## src/sv/assert_macros.svh

```systemverilog
// ----------------------------------------------------------------------------
// Assertion macros included by the RTL
// Concurrent checks clocked on clk and disabled while rst_n is low.
// ----------------------------------------------------------------------------
`ifndef ASSERT_MACROS_SVH
`define ASSERT_MACROS_SVH

// Same-cycle implication
`define ASSERT_IMPLIES(label, ante, cons, msg) \
    label: assert property (@(posedge clk) disable iff (!rst_n) (ante) |-> (cons)) \
        else $error(msg);

// Next-cycle implication
`define ASSERT_NEXT(label, ante, cons, msg) \
    label: assert property (@(posedge clk) disable iff (!rst_n) (ante) |=> (cons)) \
        else $error(msg);

`endif

```

## src/sv/sfcc_pkg.sv

```systemverilog
// ----------------------------------------------------------------------------
// sfcc_pkg
// Types, constants and helper functions of the sensor frame checker.
// ----------------------------------------------------------------------------
`timescale 1ns / 1ps
`default_nettype none

package sfcc_pkg;

    // Result status codes
    typedef enum logic [1:0] {
        STATUS_OK       = 2'd0,
        STATUS_TEMP_BAD = 2'd1,
        STATUS_HUM_BAD  = 2'd2
    } status_t;

    // Byte positions inside the six-byte frame
    localparam logic [2:0] POS_T_HI  = 3'd0;
    localparam logic [2:0] POS_T_LO  = 3'd1;
    localparam logic [2:0] POS_T_CRC = 3'd2;
    localparam logic [2:0] POS_H_HI  = 3'd3;
    localparam logic [2:0] POS_H_LO  = 3'd4;
    localparam logic [2:0] POS_H_CRC = 3'd5;

    // CRC-8, polynomial 0x31, init 0xFF, no reflection, no final xor
    localparam logic [7:0] CRC_INIT = 8'hFF;
    localparam logic [7:0] CRC_POLY = 8'h31;

    // Conversion constants
    localparam logic [14:0] TEMP_SCALE  = 15'd17500;
    localparam logic [14:0] TEMP_OFFSET = 15'd4500;
    localparam logic [13:0] HUM_SCALE   = 14'd10000;
    localparam logic [14:0] HUM_MAX     = 15'd10000;

    // One byte through the CRC, MSB first
    function automatic logic [7:0] crc8_update(input logic [7:0] crc,
                                               input logic [7:0] data);
        logic [7:0] c;
        c = crc ^ data;
        for (int b = 0; b < 8; b++) begin
            if (c[7])
                c = {c[6:0], 1'b0} ^ CRC_POLY;
            else
                c = {c[6:0], 1'b0};
        end
        return c;
    endfunction

    // floor(x / 65535) for quotients below 65536: (x + (x >> 16) + 1) >> 16
    function automatic logic [15:0] div_by_full(input logic [31:0] x);
        logic [32:0] s;
        s = {1'b0, x} + {17'd0, x[31:16]} + 33'd1;
        return s[31:16];
    endfunction

endpackage

`default_nettype wire

```

## src/sv/sensor_frame_crc_check_convert.sv

```systemverilog
// ----------------------------------------------------------------------------
// sensor_frame_crc_check_convert
// Checks the two CRC-8 bytes of a six-byte sensor frame and converts the
// raw temperature and humidity words to hundredths.
//
//   Channel | Handshake          | Payload
//   --------+--------------------+----------------------------------------
//   input   | in_valid/in_ready  | data_byte[7:0], frame_start
//   output  | out_valid/out_ready| status[1:0], temperature_x100[14:0] s,
//           |                    | rel_humidity[13:0]
//
// One byte is taken per cycle while in_ready is high. The result register
// loads at the edge that takes the sixth byte, so out_valid is high from the
// next cycle on. in_ready drops only while a result waits in the output
// register with out_ready low; the next byte then waits.
// Reset returns the byte position to the first byte and empties the result
// register.
// ----------------------------------------------------------------------------
`timescale 1ns / 1ps
`default_nettype none

module sensor_frame_crc_check_convert (
    input  wire logic                 clk,
    input  wire logic                 rst_n,
    input  wire logic                 in_valid,
    output logic                      in_ready,
    input  wire logic [7:0]           data_byte,
    input  wire logic                 frame_start,
    output logic                      out_valid,
    input  wire logic                 out_ready,
    output sfcc_pkg::status_t         status,
    output logic signed [14:0]        temperature_x100,
    output logic [13:0]               rel_humidity
);
    import sfcc_pkg::*;

    `include "assert_macros.svh"

    // Frame state
    logic [2:0]  pos_reg, pos_next;
    logic [7:0]  crc_reg, crc_next;
    logic [15:0] temp_word_reg, temp_word_next;
    logic [7:0]  hum_hi_reg, hum_hi_next;
    logic [7:0]  hum_lo_reg, hum_lo_next;
    logic        temp_bad_reg, temp_bad_next;

    // Output stage
    logic        out_valid_reg, out_valid_next;
    status_t     out_status_reg, out_status_next;
    logic [14:0] out_t_reg, out_t_next;
    logic [13:0] out_h_reg, out_h_next;

    logic        in_accept;
    logic        last_accept;
    logic [2:0]  pos;
    logic [30:0] t_prod;
    logic [29:0] h_prod;
    logic [15:0] t_quot;
    logic [15:0] h_quot;

    // Flow control
    assign in_ready  = !out_valid_reg || out_ready;
    assign in_accept = in_valid && in_ready;

    // Frame state update
    always_comb
    begin
        pos_next       = pos_reg;
        crc_next       = crc_reg;
        temp_word_next = temp_word_reg;
        hum_hi_next    = hum_hi_reg;
        hum_lo_next    = hum_lo_reg;
        temp_bad_next  = temp_bad_reg;
        last_accept    = 1'b0;

        pos = frame_start ? POS_T_HI : pos_reg;
        if (!(pos inside {[POS_T_HI:POS_H_CRC]}))
            pos = POS_T_HI;

        if (in_accept)
        begin
            case (pos)
                POS_T_HI:
                begin
                    crc_next       = crc8_update(CRC_INIT, data_byte);
                    temp_word_next = {data_byte, 8'd0};
                end
                POS_T_LO:
                begin
                    crc_next       = crc8_update(crc_reg, data_byte);
                    temp_word_next = {temp_word_reg[15:8], data_byte};
                end
                POS_T_CRC:
                begin
                    temp_bad_next = (crc_reg != data_byte);
                    crc_next      = CRC_INIT;
                end
                POS_H_HI:
                begin
                    crc_next    = crc8_update(crc_reg, data_byte);
                    hum_hi_next = data_byte;
                end
                POS_H_LO:
                begin
                    crc_next    = crc8_update(crc_reg, data_byte);
                    hum_lo_next = data_byte;
                end
                default:
                begin
                    last_accept = 1'b1;
                    crc_next    = CRC_INIT;
                end
            endcase
            pos_next = (pos == POS_H_CRC) ? POS_T_HI : pos + 3'd1;
        end
    end

    // Scale multiplies and divide by 65535
    assign t_prod = {15'd0, temp_word_reg} * {16'd0, TEMP_SCALE};
    assign h_prod = {14'd0, hum_hi_reg, hum_lo_reg} * {16'd0, HUM_SCALE};
    assign t_quot = div_by_full({1'b0, t_prod});
    assign h_quot = div_by_full({2'b00, h_prod});

    // Status, offset and zero on error, loaded on the last byte
    always_comb
    begin
        out_status_next = out_status_reg;
        out_t_next      = out_t_reg;
        out_h_next      = out_h_reg;
        if (last_accept)
            out_valid_next = 1'b1;
        else if (out_ready)
            out_valid_next = 1'b0;
        else
            out_valid_next = out_valid_reg;
        if (last_accept)
        begin
            if (temp_bad_reg)
            begin
                out_status_next = STATUS_TEMP_BAD;
                out_t_next      = 15'd0;
                out_h_next      = 14'd0;
            end
            else if (crc_reg != data_byte)
            begin
                out_status_next = STATUS_HUM_BAD;
                out_t_next      = 15'd0;
                out_h_next      = 14'd0;
            end
            else
            begin
                out_status_next = STATUS_OK;
                out_t_next      = t_quot[14:0] - TEMP_OFFSET;
                out_h_next      = h_quot[13:0];
            end
        end
    end

    // Control registers
    always_ff @(posedge clk or negedge rst_n)
    begin
        if (!rst_n)
        begin
            pos_reg        <= POS_T_HI;
            crc_reg        <= CRC_INIT;
            temp_bad_reg   <= 1'b0;
            temp_word_reg  <= 16'd0;
            hum_hi_reg     <= 8'd0;
            hum_lo_reg     <= 8'd0;
            out_valid_reg  <= 1'b0;
        end
        else
        begin
            pos_reg        <= pos_next;
            crc_reg        <= crc_next;
            temp_bad_reg   <= temp_bad_next;
            temp_word_reg  <= temp_word_next;
            hum_hi_reg     <= hum_hi_next;
            hum_lo_reg     <= hum_lo_next;
            out_valid_reg  <= out_valid_next;
        end
    end

    // Payload registers
    always_ff @(posedge clk)
    begin
        out_status_reg  <= out_status_next;
        out_t_reg       <= out_t_next;
        out_h_reg       <= out_h_next;
    end

    assign out_valid        = out_valid_reg;
    assign status           = out_status_reg;
    assign temperature_x100 = $signed(out_t_reg);
    assign rel_humidity     = out_h_reg;

    // Checks
    `ASSERT_IMPLIES(a_pos_range, 1'b1, pos_reg <= POS_H_CRC, "byte position out of range")
    `ASSERT_NEXT(a_last_loads, last_accept, out_valid_reg, "last byte did not load result")
    `ASSERT_IMPLIES(a_zero_on_err, out_valid && (status != STATUS_OK),
        (temperature_x100 == 15'sd0) && (rel_humidity == 14'd0), "nonzero values on CRC error")
    `ASSERT_IMPLIES(a_hum_range, out_valid && (status == STATUS_OK),
        {1'b0, rel_humidity} <= HUM_MAX, "humidity above full scale")

endmodule

`default_nettype wire

```

## config.mk

```make
export PLATFORM = sky130hd
export DESIGN_NAME = sensor_frame_crc_check_convert
export DESIGN_NICKNAME = d
export VERILOG_FILES = /design/src/sv/sfcc_pkg.sv /design/src/sv/sensor_frame_crc_check_convert.sv
export VERILOG_INCLUDE_DIRS = /design/src /design/src/sv
export SDC_FILE = /design/constraint.sdc
export NUM_CORES = 1
export LEC_CHECK = 0
export ABC_AREA = 1
export BUFFER_PORTS_ARGS = -buffer_cell sky130_fd_sc_hd__buf_2
export CAP_MARGIN = 40
export CORE_MARGIN = 2
export CORE_UTILIZATION = 55
export DETAILED_ROUTE_END_ITERATION = 6
export PLACE_DENSITY = 0.72
export SYNTH_ARGS = -nofsm -noshare
export SYNTH_HDL_FRONTEND = slang
export SYNTH_SLANG_ARGS = --single-unit
```

## constraint.sdc

```tcl
create_clock -name clk -period 12.06 [get_ports clk]
set_input_delay 0 -clock clk [delete_from_list [all_inputs] [get_ports clk]]
set_output_delay 0 -clock clk [all_outputs]
set_load 0.01 [all_outputs]
```

==> impl_metrics.tcl <==
set metrics [dict create \
    start_util_pct 56.0 \
    die-area_sq_um 23400 \
    ys_async_sr_fraction_pct 59.2 \
    clk_pin_slew_ps 80 \
    cp_max_fo 6 \
    ys_ff_latch 76 \
    relSlewSlack_pct 54.5 \
    synth_cell_types 55 \
    antenna_found_initial 0 \
    die_w_microns 153 \
    hpwl_mm 24.4 \
    fin_crit_sh_pct 57.8 \
    cp_top_family "adder cells" \
    syn2layout_area_growth_pct 7.40 \
    required_ps 12180 \
    crit_slowest_cell "dfrtp_1" \
    critPathCaptureType "flip-flop" \
    htree_levels 3 \
    yosysTopAreaCell "ha_1" \
    min_period_ps 6970 \
    ctsLongestPathBuffers 2 \
    finalSetupViolations 0 \
    die_h_microns 153 \
    nFillCells 2026 \
    syn_inst 1684 \
    cts-resized-gates 0 \
    maxCapViolations 0 \
    timing.setup.tns_ps 0 \
    worst_slew_pin_slew_ps 681 \
    drive_above_1_share_pct 8.89 \
    slew_viol_final 0 \
    synth_edf_count 31 \
    status "finished clean" \
    grt_pass1_vias 10400 \
    drc 0 \
    start_kind "flip-flop" \
    max_stage_delay_ps 570 \
    hold_viol 0 \
    synth_commonest_cells "inv_1 (396), nand2_1 (341), ha_1 (191)" \
    grt.overflow.total 0 \
    rsz0062_at_grt "no" \
    syn_nets 1968 \
    cp_num_buf_inv 7 \
    io_pins 46 \
    clk-insertion-delay-late_ps 360 \
    final_cells 2023 \
    cp_data_arrival_time_ps 7090 \
    wl_per_cell_microns 14.5 \
    avgSynthCellArea_sq_um 7.26 \
    cts-root-buf "clkbuf_16" \
    viasPerCell 5.29 \
    dp.cells 2005 \
    largest_register_ffs 16 \
    ys_top_cells_by_area "ha_1 (20%), fa_1 (13%), inv_1 (12%), nand2_1 (10%), edfxtp_1 (7.6%)" \
    yosys_warnings 0 \
    synth_area_sq_um 12200 \
    finalNetCount 2022 \
    dr.pass1.iters 5 \
    rows 54 \
    ys_dominant_reg_cell "dfrtp_1" \
    drt-total-wl_mm 29.3 \
    synth_top_area_share_pct 19.5 \
    cp_common_cell "nand2_1" \
    antenna_left 0 \
    tritoncts "built" \
    seq_area_frac_synth_pct 16.9 \
    grt_max_degree 36 \
    grt.total_usage_pct 25.8 \
    fmax_mhz 143 \
    via_count 10700 \
    clkSinkCount 76 \
    grt_pass1_wl_mm 49.5 \
    skew_ps 20.3 \
    drtIter0Drc 652 \
    cts_hold_buffers 2 \
    hp-class "input port to asynchronous set/reset pin" \
    crit_type "flip-flop to flip-flop" \
    cts_buffers 9 \
    io_buffers 45 \
    cts_setup_buffers 0 \
    yosysMostFrequentCell "inv_1" \
    routabilityCongestion 0.984 \
    antenna-diode-count 0 \
    core-area_sq_um 21800 \
]
==> worst register-to-register path: cells and delay by family, from the launching register on <==
| kind | cells | cell delay (ps) |
|---|---|---|
| adder cells (fa/ha/maj) | 7 | 2800 |
| AND/OR/NAND/NOR | 18 | 2170 |
| AO/OA/AOI/OAI | 7 | 790 |
| flip-flops | 1 | 570 |
| buffers and inverters | 7 | 420 |
==> cell usage in the layout, fill, tap and decap left out, types with 4 or more instances in the layout <==
master / netlist / final
xnor2_1: 21 / 21
nand4_1: 26 / 26
inv_2: 4 / 4
xor2_1: 33 / 33
ha_1: 191 / 191
or2_2: 4 / 4
nand3_2: 10 / 10
a21oi_1: 83 / 83
nand3_1: 98 / 98
nor3_1: 17 / 16
clkbuf_16: 0 / 9
dfrtp_1: 37 / 37
inv_1: 396 / 396
nor2_1: 127 / 127
nor2_2: 13 / 13
fa_1: 80 / 80
dfstp_2: 8 / 8
nand2_2: 33 / 33
o21ai_0: 51 / 51
o21bai_1: 6 / 6
nand3b_1: 5 / 5
nand2_1: 341 / 341
buf_2: 1 / 45
edfxtp_1: 31 / 31
a31oi_1: 6 / 6
a21o_1: 4 / 4
==> final timing paths <==
check / from / end / slack [ps] / depth (start not counted)
worst max-delay path: hum_lo_reg[5]$_DFFE_PN0P_ / rel_humidity[10]$_SDFFCE_PP0P_ / 5090 / 39
max in group asynchronous: rst_n / crc_reg[4]$_DFFE_PN1P_ / 11460 / 3
worst min-delay path: rst_n / hum_lo_reg[7]$_DFFE_PN0P_ / 40 / 2
worst min register to register: crc_reg[6]$_DFFE_PN1P_ / crc_reg[6]$_DFFE_PN1P_ / 510 / 2
worst max register to register: hum_lo_reg[5]$_DFFE_PN0P_ / rel_humidity[10]$_SDFFCE_PP0P_ / 5090 / 39
min in group clk: data_byte[5] / crc_reg[2]$_DFFE_PN1P_ / 40 / 4
==> final cells by class <==
type	instances	area, sq um	area share (%)
repair buffers	52	292	2.22
clock inverters	6	63.8	0.486
inverters	402	1510	11.5
flip-flops and latches	76	2070	15.7
clock buffers	10	229	1.74
well taps	280	350	2.67
multi-input cells	1197	8620	65.7
==> cell families after synthesis <==
family / share of synthesized area [%]
and+or+nand+nor: 25.3
AOI/OAI and AO/OA: 8.24
buffers and inverters: 12.6
xor gates and xnor gates: 4.27
DFF: 16.9
adders and majority gates: 32.6
==> through the flow <==
step | setup slack [ps] | utilization [%] | cell area (sq um) | hold WS, ps
finish | 5090 | 60.2 | 13100 | 35.8
global route | 4500 | 60.2 | 13100 | 65.9
CTS | 5180 | 60.2 | 13100 | 21.8
detailed placement | 5200 | 58.8 | 12800 | -99.8
global placement | 5260 | 58.6 | 12800 | 221
floorplan | 5790 | - | 12200 | -296
==> layer usage <==
layer | GRT usage [%] | wire, microns
met3 | 3.49 | 1570
met5 | 0 | 0
met2 | 43.1 | 13400
met4 | 9.66 | 880
met1 | 34.2 | 13400
Power is not shown: default switching activity piles up to over one toggle a cycle in this logic, so the estimate is an artifact.
